### config.mk
export PLATFORM = sky130hd
export DESIGN_NAME = rgba32_blit_blend_fill_pixel
export DESIGN_NICKNAME = d
export VERILOG_FILES = /design/src/design/rgba_blit_pkg.sv /design/src/design/rgba_blit_ofs.sv /design/src/design/rgba_blit_mix.sv /design/src/design/rgba32_blit_blend_fill_pixel.sv
export SDC_FILE = /design/constraint.sdc
export NUM_CORES = 2
export LEC_CHECK = 0
export BUFFER_PORTS_ARGS = -buffer_cell sky130_fd_sc_hd__buf_2
export CAP_MARGIN = 20
export CORE_UTILIZATION = 50
export DETAILED_ROUTE_END_ITERATION = 7
export PLACE_DENSITY = 0.76
export REMOVE_ABC_BUFFERS = 1
export SKIP_LAST_GASP = 1
export SYNTH_ARGS = -nofsm -noshare
export SYNTH_HDL_FRONTEND = slang
export SYNTH_SLANG_ARGS = --single-unit
### constraint.sdc
create_clock -name aclk -period 18.1 [get_ports aclk]
set_input_delay 0.905 -clock aclk [delete_from_list [all_inputs] [get_ports aclk]]
set_output_delay 0.905 -clock aclk [all_outputs]
set_load 0.01 [all_outputs]
### src/design/rgba_blit_pkg.sv
// ----------------------------------------------------------------------------
// rgba_blit_pkg
// Shared types and constants of the RGBA32 blit/blend/fill pixel engine.
// ----------------------------------------------------------------------------
package rgba_blit_pkg;

    localparam int XY_BITS       = 16;
    localparam int PIX_BITS      = 32;
    localparam int OFS_W         = 24;
    localparam int CFG_IDX_BITS  = 3;
    localparam int CFG_DATA_BITS = 64;

    localparam int COORD_BITS_DEF  = 16;
    localparam int OFFSET_BITS_DEF = 24;

    // register map
    localparam logic [CFG_IDX_BITS-1:0] CFG_REQ_RECT    = 3'd0;
    localparam logic [CFG_IDX_BITS-1:0] CFG_CLIP_RECT   = 3'd1;
    localparam logic [CFG_IDX_BITS-1:0] CFG_DEST_IMAGE  = 3'd2;
    localparam logic [CFG_IDX_BITS-1:0] CFG_SRC_IMAGE   = 3'd3;
    localparam logic [CFG_IDX_BITS-1:0] CFG_SRC_ORIGIN  = 3'd4;
    localparam logic [CFG_IDX_BITS-1:0] CFG_FILL_COLOR  = 3'd5;

    localparam logic FUNC_BLEND = 1'b0;
    localparam logic FUNC_FILL  = 1'b1;

    localparam logic [7:0] ALPHA_OPAQUE = 8'hFF;
    localparam logic [7:0] ALPHA_CLEAR  = 8'h00;

    typedef enum logic [2:0] {
        ST_WRITTEN  = 3'd0,
        ST_CLIPPED  = 3'd1,
        ST_SRC_OUT  = 3'd2,
        ST_TRANSP   = 3'd3,
        ST_OVERFLOW = 3'd4
    } status_t;

    typedef struct packed {
        logic                       func;
        logic signed [XY_BITS-1:0]  dest_x;
        logic signed [XY_BITS-1:0]  dest_y;
        logic [PIX_BITS-1:0]        source_pixel;
        logic [PIX_BITS-1:0]        dest_pixel;
    } rgba_in_t;

    typedef struct packed {
        logic                 write_enable;
        logic [OFS_W-1:0]     dest_offset;
        logic [OFS_W-1:0]     source_offset;
        logic [PIX_BITS-1:0]  pixel_out;
        status_t              status;
    } rgba_out_t;

endpackage

### src/design/rgba_blit_ofs.sv
// ----------------------------------------------------------------------------
// rgba_blit_ofs
// Byte offset of a point inside an image and check that it fits the limit.
// ----------------------------------------------------------------------------
module rgba_blit_ofs
    import rgba_blit_pkg::*;
#(
    parameter int W  = 19,
    parameter int LB = 24
) (
    input  logic signed [W-1:0]  pt_x,
    input  logic signed [W-1:0]  pt_y,
    input  logic signed [W-1:0]  org_x,
    input  logic signed [W-1:0]  org_y,
    input  logic [LB:0]          pitch_sat,
    output logic                 ok,
    output logic [OFS_W-1:0]     ofs
);

    localparam int EW = (W + 2 > LB + 1) ? W + 2 : LB + 1;

    logic signed [W-1:0] row_d;
    logic signed [W-1:0] col_d;
    logic [EW-1:0]       row_e;
    logic [EW-1:0]       col_e;
    logic [LB:0]         row_s;
    logic [LB:0]         col_s;
    logic [2*LB+1:0]     prod;
    logic [2*LB+2:0]     sum;

    // operands saturate at the limit, so the product stays narrow
    always_comb begin
        row_d = pt_y - org_y;
        col_d = pt_x - org_x;
        row_e = EW'($unsigned(row_d));
        col_e = EW'($unsigned(col_d)) << 2;
        row_s = (|row_e[EW-1:LB]) ? {1'b1, {LB{1'b0}}} : {1'b0, row_e[LB-1:0]};
        col_s = (|col_e[EW-1:LB]) ? {1'b1, {LB{1'b0}}} : {1'b0, col_e[LB-1:0]};
        prod  = row_s * pitch_sat;
        sum   = {1'b0, prod} + (2*LB+3)'(col_s);
        ok    = ~|sum[2*LB+2:LB];
        ofs   = OFS_W'(sum[LB-1:0]);
    end

endmodule

### src/design/rgba_blit_mix.sv
// ----------------------------------------------------------------------------
// rgba_blit_mix
// Straight-alpha source-over-destination blend of one RGBA32 pixel.
// ----------------------------------------------------------------------------
module rgba_blit_mix
    import rgba_blit_pkg::*;
(
    input  logic [PIX_BITS-1:0] src,
    input  logic [PIX_BITS-1:0] dst,
    output logic [PIX_BITS-1:0] pix
);

    // exact floor(v / 255) for v up to 255 * 255
    function automatic logic [7:0] div255(input logic [15:0] v);
        logic [16:0] t;
        t = {1'b0, v} + 17'd1 + {9'b0, v[15:8]};
        return t[15:8];
    endfunction

    logic [7:0]  a;
    logic [7:0]  ia;
    logic [15:0] acc [3];
    logic [15:0] da_acc;
    logic [PIX_BITS-1:0] blend;

    always_comb begin
        a  = src[31:24];
        ia = ALPHA_OPAQUE - a;
        for (int k = 0; k < 3; k++) begin
            acc[k] = 16'(src[8*k +: 8]) * 16'(a) + 16'(dst[8*k +: 8]) * 16'(ia);
            blend[8*k +: 8] = div255(acc[k]);
        end
        da_acc = 16'(dst[31:24]) * 16'(ia);
        blend[31:24] = a + div255(da_acc);
        pix = (a == ALPHA_OPAQUE) ? src : blend;
    end

endmodule

### src/design/rgba32_blit_blend_fill_pixel.sv
// ----------------------------------------------------------------------------
// rgba32_blit_blend_fill_pixel
// Per-pixel engine of a 2D RGBA32 blitter: clip, fill or alpha blend, and
// destination/source byte offsets.
// ----------------------------------------------------------------------------
//  channel  dir  handshake              payload
//  s_       in   s_valid / s_ready      s_data  (rgba_in_t)
//  m_       out  m_valid / m_ready      m_data  (rgba_out_t)
//  cfg_     in   cfg_valid / cfg_ready  cfg_index, cfg_data (always ready)
//
//  One pixel per clock sustained while m_ready is high; an accepted pixel
//  enters the input register and then the result register, with the offset
//  multiply and blend between them. Clipped rectangle and image pitches are
//  registered from the configuration. Synchronous active-low reset clears
//  the valids and all configuration registers to zero. With m_ready low the
//  result holds, one more pixel waits in the input register, then s_ready drops.
// ----------------------------------------------------------------------------
module rgba32_blit_blend_fill_pixel
    import rgba_blit_pkg::*;
#(
    parameter int COORD_BITS  = COORD_BITS_DEF,
    parameter int OFFSET_BITS = OFFSET_BITS_DEF
) (
    input  logic                      aclk,
    input  logic                      aresetn,
    input  logic                      s_valid,
    output logic                      s_ready,
    input  rgba_in_t                  s_data,
    output logic                      m_valid,
    input  logic                      m_ready,
    output rgba_out_t                 m_data,
    input  logic                      cfg_valid,
    output logic                      cfg_ready,
    input  logic [CFG_IDX_BITS-1:0]   cfg_index,
    input  logic [CFG_DATA_BITS-1:0]  cfg_data
);

    localparam int CB = COORD_BITS;
    localparam int W  = ((CB > XY_BITS) ? CB : XY_BITS) + 3;
    localparam int LB = (OFFSET_BITS < OFS_W) ? OFFSET_BITS : OFS_W;
    localparam int EW = (W + 2 > LB + 1) ? W + 2 : LB + 1;

    // signed coordinate lane of a packed register, zero beyond its top
    function automatic logic signed [W-1:0] lane(input logic [63:0] r, input int idx);
        logic [64+CB-1:0] ext;
        logic [CB-1:0]    raw;
        ext = {{CB{1'b0}}, r} >> (idx * CB);
        raw = ext[CB-1:0];
        return $signed({{(W-CB){raw[CB-1]}}, raw});
    endfunction

    function automatic logic [LB:0] pitch_sat(input logic signed [W-1:0] lo,
                                              input logic signed [W-1:0] hi);
        logic signed [W-1:0] d;
        logic [EW-1:0]       e;
        d = hi - lo;
        e = EW'($unsigned(d)) << 2;
        return (|e[EW-1:LB]) ? {1'b1, {LB{1'b0}}} : {1'b0, e[LB-1:0]};
    endfunction

    // configuration
    logic [63:0]          req_rect_reg;
    logic [63:0]          clip_rect_reg;
    logic [63:0]          dest_image_reg;
    logic [63:0]          src_image_reg;
    logic [PIX_BITS-1:0]  src_origin_reg;
    logic [PIX_BITS-1:0]  fill_color_reg;

    // derived from configuration
    logic signed [W-1:0]  rx0_reg, ry0_reg, rx1_reg, ry1_reg;
    logic                 r_empty_reg;
    logic [LB:0]          di_pitch_reg, si_pitch_reg;
    logic signed [W-1:0]  rx0_next, ry0_next, rx1_next, ry1_next;

    logic signed [W-1:0]  dx0, dy0, dx1, dy1;
    logic signed [W-1:0]  cx0, cy0, cx1, cy1;
    logic signed [W-1:0]  ix0, iy0, ix1, iy1;
    logic signed [W-1:0]  sx0, sy0, sx1, sy1;
    logic signed [W-1:0]  org_x, org_y;

    // pipeline
    logic       in_vld_reg, in_vld_next;
    rgba_in_t   in_reg;
    logic       out_vld_reg, out_vld_next;
    rgba_out_t  out_reg, out_next;
    logic       out_take;

    logic signed [W-1:0]  px, py, sx, sy;
    logic                 in_r, in_di, in_si;
    logic                 d_ok, s_ok;
    logic [OFS_W-1:0]     d_ofs, s_ofs;
    logic [PIX_BITS-1:0]  mix_pix;
    status_t              st;

    always_comb begin
        dx0 = lane(req_rect_reg, 0);    dy0 = lane(req_rect_reg, 1);
        dx1 = lane(req_rect_reg, 2);    dy1 = lane(req_rect_reg, 3);
        cx0 = lane(clip_rect_reg, 0);   cy0 = lane(clip_rect_reg, 1);
        cx1 = lane(clip_rect_reg, 2);   cy1 = lane(clip_rect_reg, 3);
        ix0 = lane(dest_image_reg, 0);  iy0 = lane(dest_image_reg, 1);
        ix1 = lane(dest_image_reg, 2);  iy1 = lane(dest_image_reg, 3);
        sx0 = lane(src_image_reg, 0);   sy0 = lane(src_image_reg, 1);
        sx1 = lane(src_image_reg, 2);   sy1 = lane(src_image_reg, 3);
        org_x = lane({32'b0, src_origin_reg}, 0);
        org_y = lane({32'b0, src_origin_reg}, 1);
        rx0_next = (dx0 < cx0) ? cx0 : dx0;
        ry0_next = (dy0 < cy0) ? cy0 : dy0;
        rx1_next = (dx1 > cx1) ? cx1 : dx1;
        ry1_next = (dy1 > cy1) ? cy1 : dy1;
    end

    // handshake
    assign out_take     = !out_vld_reg || m_ready;
    assign s_ready      = !in_vld_reg || out_take;
    assign in_vld_next  = (s_valid && s_ready) || (in_vld_reg && !out_take);
    assign out_vld_next = in_vld_reg || (out_vld_reg && !m_ready);
    assign cfg_ready    = 1'b1;
    assign m_valid      = out_vld_reg;
    assign m_data       = out_reg;

    always_ff @(posedge aclk) begin
        if (!aresetn) begin
            in_vld_reg     <= 1'b0;
            out_vld_reg    <= 1'b0;
            req_rect_reg   <= '0;
            clip_rect_reg  <= '0;
            dest_image_reg <= '0;
            src_image_reg  <= '0;
            src_origin_reg <= '0;
            fill_color_reg <= '0;
        end else begin
            in_vld_reg  <= in_vld_next;
            out_vld_reg <= out_vld_next;
            if (cfg_valid && cfg_ready) begin
                case (cfg_index)
                    CFG_REQ_RECT:   req_rect_reg   <= cfg_data;
                    CFG_CLIP_RECT:  clip_rect_reg  <= cfg_data;
                    CFG_DEST_IMAGE: dest_image_reg <= cfg_data;
                    CFG_SRC_IMAGE:  src_image_reg  <= cfg_data;
                    CFG_SRC_ORIGIN: src_origin_reg <= cfg_data[PIX_BITS-1:0];
                    CFG_FILL_COLOR: fill_color_reg <= cfg_data[PIX_BITS-1:0];
                    default: ;
                endcase
            end
        end
    end

    always_ff @(posedge aclk) begin
        rx0_reg      <= rx0_next;
        ry0_reg      <= ry0_next;
        rx1_reg      <= rx1_next;
        ry1_reg      <= ry1_next;
        r_empty_reg  <= (rx0_next >= rx1_next) || (ry0_next >= ry1_next);
        di_pitch_reg <= pitch_sat(ix0, ix1);
        si_pitch_reg <= pitch_sat(sx0, sx1);
        if (s_valid && s_ready) begin
            in_reg <= s_data;
        end
        if (out_take && in_vld_reg) begin
            out_reg <= out_next;
        end
    end

    // per-pixel datapath
    always_comb begin
        px = $signed({{(W-XY_BITS){in_reg.dest_x[XY_BITS-1]}}, in_reg.dest_x});
        py = $signed({{(W-XY_BITS){in_reg.dest_y[XY_BITS-1]}}, in_reg.dest_y});
        sx = org_x + (px - rx0_reg);
        sy = org_y + (py - ry0_reg);
        in_r  = !r_empty_reg && px >= rx0_reg && px < rx1_reg
                && py >= ry0_reg && py < ry1_reg;
        in_di = px >= ix0 && px < ix1 && py >= iy0 && py < iy1;
        in_si = sx >= sx0 && sx < sx1 && sy >= sy0 && sy < sy1;
    end

    rgba_blit_ofs #(.W(W), .LB(LB)) u_dest_ofs (
        .pt_x      (px),
        .pt_y      (py),
        .org_x     (ix0),
        .org_y     (iy0),
        .pitch_sat (di_pitch_reg),
        .ok        (d_ok),
        .ofs       (d_ofs)
    );

    rgba_blit_ofs #(.W(W), .LB(LB)) u_src_ofs (
        .pt_x      (sx),
        .pt_y      (sy),
        .org_x     (sx0),
        .org_y     (sy0),
        .pitch_sat (si_pitch_reg),
        .ok        (s_ok),
        .ofs       (s_ofs)
    );

    rgba_blit_mix u_mix (
        .src (in_reg.source_pixel),
        .dst (in_reg.dest_pixel),
        .pix (mix_pix)
    );

    always_comb begin
        st = ST_WRITTEN;
        if (!in_r) begin
            st = ST_CLIPPED;
        end else if (in_reg.func == FUNC_FILL) begin
            if (!in_di) begin
                st = ST_CLIPPED;
            end else if (!d_ok) begin
                st = ST_OVERFLOW;
            end
        end else begin
            if (!in_si) begin
                st = ST_SRC_OUT;
            end else if (!in_di) begin
                st = ST_CLIPPED;
            end else if (!s_ok || !d_ok) begin
                st = ST_OVERFLOW;
            end else if (in_reg.source_pixel[31:24] == ALPHA_CLEAR) begin
                st = ST_TRANSP;
            end
        end

        out_next        = '0;
        out_next.status = st;
        if (st == ST_WRITTEN) begin
            out_next.write_enable  = 1'b1;
            out_next.dest_offset   = d_ofs;
            out_next.source_offset = (in_reg.func == FUNC_FILL) ? '0 : s_ofs;
            out_next.pixel_out     = (in_reg.func == FUNC_FILL) ? fill_color_reg : mix_pix;
        end
    end

    a_we_status: assert property (@(posedge aclk) disable iff (!aresetn)
        m_valid |-> (m_data.write_enable == (m_data.status == ST_WRITTEN)))
        else $error("write flag disagrees with status");

    a_skip_zero: assert property (@(posedge aclk) disable iff (!aresetn)
        (m_valid && m_data.status != ST_WRITTEN) |->
        (m_data.pixel_out == '0 && m_data.dest_offset == '0 && m_data.source_offset == '0))
        else $error("skipped pixel carries nonzero payload");

    a_in_hold: assert property (@(posedge aclk) disable iff (!aresetn)
        (in_vld_reg && !out_take) |=> (in_vld_reg && $stable(in_reg)))
        else $error("waiting pixel lost or changed under stall");

    a_in_load: assert property (@(posedge aclk) disable iff (!aresetn)
        (s_valid && s_ready) |=> in_vld_reg)
        else $error("accepted transaction not held in input register");

    a_ofs_range: assert property (@(posedge aclk) disable iff (!aresetn)
        m_valid |-> ((m_data.dest_offset >> LB) == '0 && (m_data.source_offset >> LB) == '0))
        else $error("offset beyond configured limit");

endmodule
### Word-level counts from Yosys, hierarchy flattened

Cells that the tools add are included.

| storage, ports and cells | value |
|---|---|
| word-level logic and storage cells | 137 |
| input port bits | 169 |
| output and inout bits | 87 |
| bits in registers | 618 |

| cells by class | value |
|---|---|
| $lt $le $gt $ge | 18 |
| reductions and logical operators | 37 |
| equal/unequal tests | 6 |
| $add $sub $neg | 25 |
| mux-type cells | 16 |
| multipliers | 9 |
| bitwise operators | 1 |

Operators by type and width:

| cell | number |
|---|---|
| multiplier 8 x 8 -> 16 bit | 7 |
| adder 40 x 21 -> 41 bit | 2 |
| two-way mux 81 bit | 1 |
| multiplier 19 x 19 -> 38 bit | 2 |
| two-way mux 19 bit | 4 |
| subtractor 16 x 16 -> 17 bit | 4 |
| adder 16 x 1 -> 16 bit (second input constant) | 4 |
| adder 16 x 8 -> 16 bit | 4 |
| less-than comparator 16 bit | 4 |
| two-way mux 32 bit | 2 |
| OR reduction 27 bit | 2 |
| adder 16 bit | 3 |
| adder 16 x 19 -> 19 bit | 2 |
| greater-or-equal comparator 16 x 19 -> 1 bit | 2 |
| greater-or-equal comparator 19 x 16 -> 1 bit | 2 |
| greater-or-equal comparator 19 bit | 2 |
| less-than comparator 16 x 19 -> 1 bit | 2 |
| less-than comparator 19 x 16 -> 1 bit | 2 |
| subtractor 16 x 19 -> 19 bit | 2 |
| subtractor 19 x 16 -> 19 bit | 2 |
| greater-or-equal comparator 16 bit | 2 |
| greater-than comparator 16 bit | 2 |
| two-way mux 24 bit | 1 |
| two-way mux 3 bit | 7 |
| 15 further kinds | 45 |

### Logic depth before layout (Yosys ltp)

| depth | value |
|---|---|
| word-level depth | 15 |
| gate-level depth with buffers | 59 |
| mapped depth without buffers | 56 |

### Hierarchy

A second synthesis with hierarchy kept.

| second synthesis, totals | value |
|---|---|
| cells, all modules | 10070 |
| area total of the unflattened synthesis | 88308.4 µm² |

By module, submodules not included:

| module | instances | cells an instance | seq. area each (µm²) | area an instance (µm²) |
|---|---|---|---|---|
| rgba32_blit_blend_fill_pixel | 1 | 3571 | 13863.3 | 33000.4 |
| rgba_blit_ofs at u_dest_ofs | 1 | 2307 | 0.0 | 19537.5 |
| rgba_blit_ofs at u_src_ofs | 1 | 2166 | 0.0 | 18455.2 |
| rgba_blit_mix | 1 | 2026 | 0.0 | 17315.4 |

### Least setup slack after synthesis

Ideal clock, no wire load.

| path | value |
|---|---|
| path type | register to register |
| start point | register in_reg[66] (netlist bit) |
| end point | register out_reg (netlist bit m_data[79]), data pin |
| arrival time | 11.599 ns |
| buffers on the path | 4 |
| required time | 17.846 ns |
| stages on the path, launching flop included | 54 |
| setup time | 0.254 ns |
| clock period less this slack | 11.854 ns |
| path slack | 6.246 ns |
| path through | edfxtp_1 inv_1 fa_1 inv_1 ha_1 nor2b_1 o21ai_0 a21boi_0 o21ai_0 a21boi_0 o21ai_0 nand2_1 a21o_1 a21o_1 a31oi_1 xnor2_1 ha_1 nor2b_1 (+18 left out) inv_1 ha_1 clkbuf_1 and4_1 nand4b_1 a211o_1 and4_1 or3_1 nand3b_1 or4_1 a2111oi_0 o22ai_1 a211oi_1 nand2_1 o2111ai_2 buf_4 buf_6 nor2_1 |

| between the ends | value |
|---|---|
| word-level cells in the longest chain between the ends | 13 |
| elaborated cells on any way between the ends | 31 |
| classes of those cells | add/sub: 6; mul: 2; order compare: 6; mux: 7; reduce/logical: 10 |

RTL lines:

| element | line | source |
|---|---|---|
| start, declared | rgba32_blit_blend_fill_pixel.sv:83 | `rgba_in_t in_reg;` |
| start signal, assigned | rgba32_blit_blend_fill_pixel.sv:157 | `in_reg <= s_data;` |
| subtractor 16 x 19 -> 19 bit | rgba32_blit_blend_fill_pixel.sv:169 | `sy = org_y + (py - ry0_reg);` |
| adder 16 x 19 -> 19 bit | rgba32_blit_blend_fill_pixel.sv:169 |  |
| subtractor 19 x 16 -> 19 bit | rgba_blit_ofs.sv:33 | `row_d = pt_y - org_y;` |
| multiplier 19 x 19 -> 38 bit | rgba_blit_ofs.sv:39 | `prod = row_s * pitch_sat;` |
| adder 40 x 21 -> 41 bit | rgba_blit_ofs.sv:40 | `sum = {1'b0, prod} + (2*LB+3)'(col_s);` |
| OR reduction 27 bit | rgba_blit_ofs.sv:41 | `ok = ~\|sum[2*LB+2:LB];` |
| logical OR 1 bit | rgba32_blit_blend_fill_pixel.sv:217 | `end else if (!s_ok \|\| !d_ok) begin` |
| two-way mux 3 bit | rgba32_blit_blend_fill_pixel.sv:217 |  |
| two-way mux 3 bit | rgba32_blit_blend_fill_pixel.sv:215 | `end else if (!in_di) begin` |
| two-way mux 3 bit | rgba32_blit_blend_fill_pixel.sv:213 | `if (!in_si) begin` |
| two-way mux 3 bit | rgba32_blit_blend_fill_pixel.sv:206 | `end else if (in_reg.func == FUNC_FILL) begin` |
| two-way mux 3 bit | rgba32_blit_blend_fill_pixel.sv:204 | `if (!in_r) begin` |
| zero test 3 bit | rgba32_blit_blend_fill_pixel.sv:226 | `if (st == ST_WRITTEN) begin` |
| end signal, assigned | rgba32_blit_blend_fill_pixel.sv:160 | `out_reg <= out_next;` |
| end, declared | rgba32_blit_blend_fill_pixel.sv:85 | `rgba_out_t out_reg, out_next;` |

Parallel ways exist; a longest one is shown, timed or not.
A chain may end at the register's enable or synchronous reset.

### Worst setup path in the final report

| path | value |
|---|---|
| start point | register in_reg[66] (netlist bit) |
| end point | register out_reg (netlist bit m_data[74]), data pin |

Same word-level chain as after synthesis.

==> results by group <==
STA
  – # setup viols final: 0
  – Final Cycle Share: 74.8%
  – Skew final: 0.0660 ns
  – RSZ-0062 raised after global routing: false
  – Setup TNS: 0 ns
  – Pins Over Slew Limit: 0
  – Slew HR: approximately a quarter
  – Fmax: around 74 MHz
  – Minimum clock period: 13.54 ns
  – Fin. Hold Viols: 0
  – Worst-margin pin slew: ~1.1 ns

Synth
  – Largest family of logic cells by synthesized area: adder cells
  – Simple-gate portion of the synthesized area: between 10% and 20%
  – Netlist cell types: 94
  – Post-Synth Adder-Cell Area: 39.4%
  – Post-Synthesis Cells: 8662
  – Synthesized flop and latch total: 598
  – Synth Area in XOR/XNOR: 3.08%
  – Compound-Gate Fraction of Synth Area: 11.9%
  – Synthesized area: 0.0761 sq mm
  – Multiplexer share of the synthesized area: ~1.5%
  – Syn. warnings: 0
  – Primary FF master, synth: dfxtp_1
  – Sequential-to-total area share from yosys stat: a little under a fifth
  – Post-synth EDFFs: ~180
  – Asr flop ratio synth: 0%
  – Avg Cell Area, Syn: 8.79 sq um

Critical path
  – CP Depth: 54
  – Critical path type: reg2reg
  – Critical Path Start: in_reg[66]
  – Critical Path RT: 18.51 ns
  – Critical Path Max Stage Delay: 0.73 ns
  – Most frequent CP cell: inv_1
  – Reg2Reg Depth: 54
  – Startpoint types: flop
  – Critical path destination: m_data[74]
  – Maximum net fanout on the critical path: 44
  – Reg-to-reg startpoint: in_reg[66]
  – Top delay family on crit path: compound AO/OA/AOI/OAI gates
  – Worst path bufs/invs: 9
  – Crit path max-delay cell type: nor4_1
  – Data arrival, critical path: 13.95 ns
  – Reg2Reg Setup Slack: 4.56 ns
  – R2r endpoint: m_data[74]
  – Crit end category: flop

Floorplanning
  – Cell Rows: ~140
  – # IOs: 256
  – Die Ht: 392 um
  – Die ar.: 0.154 sq mm
  – Starting density of the core: 50.6%
  – Core area: roughly 0.15 sq mm
  – DIE WIDTH: 392 um

CTS
  – Post-CTS Setup Bufs: 0
  – H-tree levels: 3
  – Clk buf depth: 3
  – CTS sink count: between 500 and 600
  – Clk root buf: clkbuf_16
  – Post-CTS resize count: 0
  – CTS tree: built
  – Hold-fix buffers, CTS: 0
  – CTS buffer count: between 70 and 80
  – Clk Latency, worst-skew pair: 0.72 ns
  – Clock slew at reported path FFs: 0.07 ns

Run
  – Max cap viols: 0

Layout
  – Layout fillers: 13600
  – Multi-input gate area: 0.0553 sq mm
  – Fraction of final layout cells sized beyond drive strength 1: 6.26%
  – Final Non-Filler Cells: 10800
  – Register area: 0.0137 sq mm
  – Layout area overhead: 7.37%
  – Final nets: approximately 11000
  – Largest register FFs: 97

Global route
  – First-pass GRT wire length: 340000 um
  – Total global routing overflow: 0
  – Vias in the first global route: ~62000
  – Initial antenna violation count: 24
  – GR Util All Layers: 28.2%
  – Largest net degree at the start of global routing: approximately 120

Routing
  – DRT iter0 DRCs: 4214
  – WL per Instance: about 20 um
  – First-pass iteration count of the detailed router: 6
  – Remaining DRCs: 0
  – DR WL met2: 96200 um
  – Post-route ant nets: 0
  – Post-DR vias/cell: 5.54
  – DR vias: 60000
  – Top sig layer: met5
  – Drt total wl: 213000 um
  – Metal3 WL: 18100 um
  – Wl on met1: 90100 um

Min path
  – Hold WC Path Type: in2reg

Placed design
  – Number of port buffers: 250
  – Placer Congestion: 0.954
  – # placed instances: 10700
  – HPWL Detailed: 169000 um

Run status
  – Status: completed
-- cell usage in the layout (no fill, tap or decap), types with 22 or more instances in the layout --
cell type,n
a21oi_1,273
nor3_1,70
buf_2,249
a211oi_1,41
nand3_1,53
xnor2_1,185
nand2_1,1221
mux2_2,66
nand2b_1,160
o21ai_0,166
buf_4,67
o211ai_1,27
inv_1,1611
nor2b_1,241
o21a_1,70
a21o_1,171
edfxtp_1,177
a21boi_0,349
ha_1,895
and3_1,43
xor2_1,75
dfxtp_1,421
o21bai_1,36
nor2_1,257
nand4_1,62
clkbuf_16,74
mux2i_1,42
a31oi_1,26
and2_1,384
clkbuf_1,22
fa_1,939
-- per-layer routing --
layer	up-vias	track usage [%]
li1	27800	-
met1	29600	37.4
met2	2169	44.9
met3	387	5.92
met4	28	11.1
met5	-	0
-- how the worst min path moves through the flow --
stage	from	to	slack, ns	cells past startpoint
2_1_floorplan	fill_color_reg[21]	fill_color_reg[21]	0.44	2
3_3_place_gp	src_origin_reg[28]	src_origin_reg[28]	0.45	2
3_5_place_dp	src_image_reg[14]	src_image_reg[14]	0.46	2
4_1_cts	s_data[9]	in_reg[9]	0.32	1
5_1_grt	s_data[9]	in_reg[9]	0.37	1
6_report	s_data[9]	in_reg[9]	0.37	1
-- area by class of cell --
class / instances / area share (%)
Clock inverter: 27 / 0.332
Clock buffer: 105 / 2.52
Timing Repair Buffer: 319 / 2.20
Sequential cell: 598 / 16.8
Antenna cell: 11 / 0.0337
Inverter: 1612 / 7.40
Multi-Input combinational cell: 6144 / 67.6
Tap cell: 2016 / 3.09
-- logic make-up (layout without fill, tap and decap cells) --
kind of cell / count (synthesis) / count (layout)
AND/OR/NAND/NOR: 2595 / 2595
buffers and inverters: 1926 / 2063
adder cells (fa/ha/maj): 1834 / 1834
AO/OA/AOI/OAI: 1331 / 1331
flip-flops: 598 / 598
XOR/XNOR: 268 / 268
multiplexers: 108 / 108
other: 2 / 19
-- metrics by stage --
step	hold WS, ns	setup slack [ns]	utilization, %	cell area, sq um
5_1_grt	0.366	3.49	54.3	81700
3_5_place_dp	0.460	4.72	52.7	79300
2_1_floorplan	0.440	5.12	-	74900
3_3_place_gp	0.452	4.93	52.7	79300
6_report	0.374	4.56	54.3	81700
4_1_cts	0.320	4.64	54.3	81700
-- synthesized netlist by cell type, types with 160 or more instances --
cell type	instances	area, sq um
a21o_1	171	1280
dfxtp_1	421	8430
nand2_1	1223	4590
nor2b_1	242	1510
o21ai_0	166	831
nor2_1	259	972
inv_1	1611	6050
a21oi_1	273	1370
edfxtp_1	177	5320
and2_1	387	2420
fa_1	939	18800
ha_1	895	11200
a21boi_0	349	2620
xnor2_1	187	1640
clkbuf_1	276	1040
nand2b_1	160	1000
Power is not shown: default switching activity piles up to over one toggle a cycle in this logic, so the estimate is an artifact.
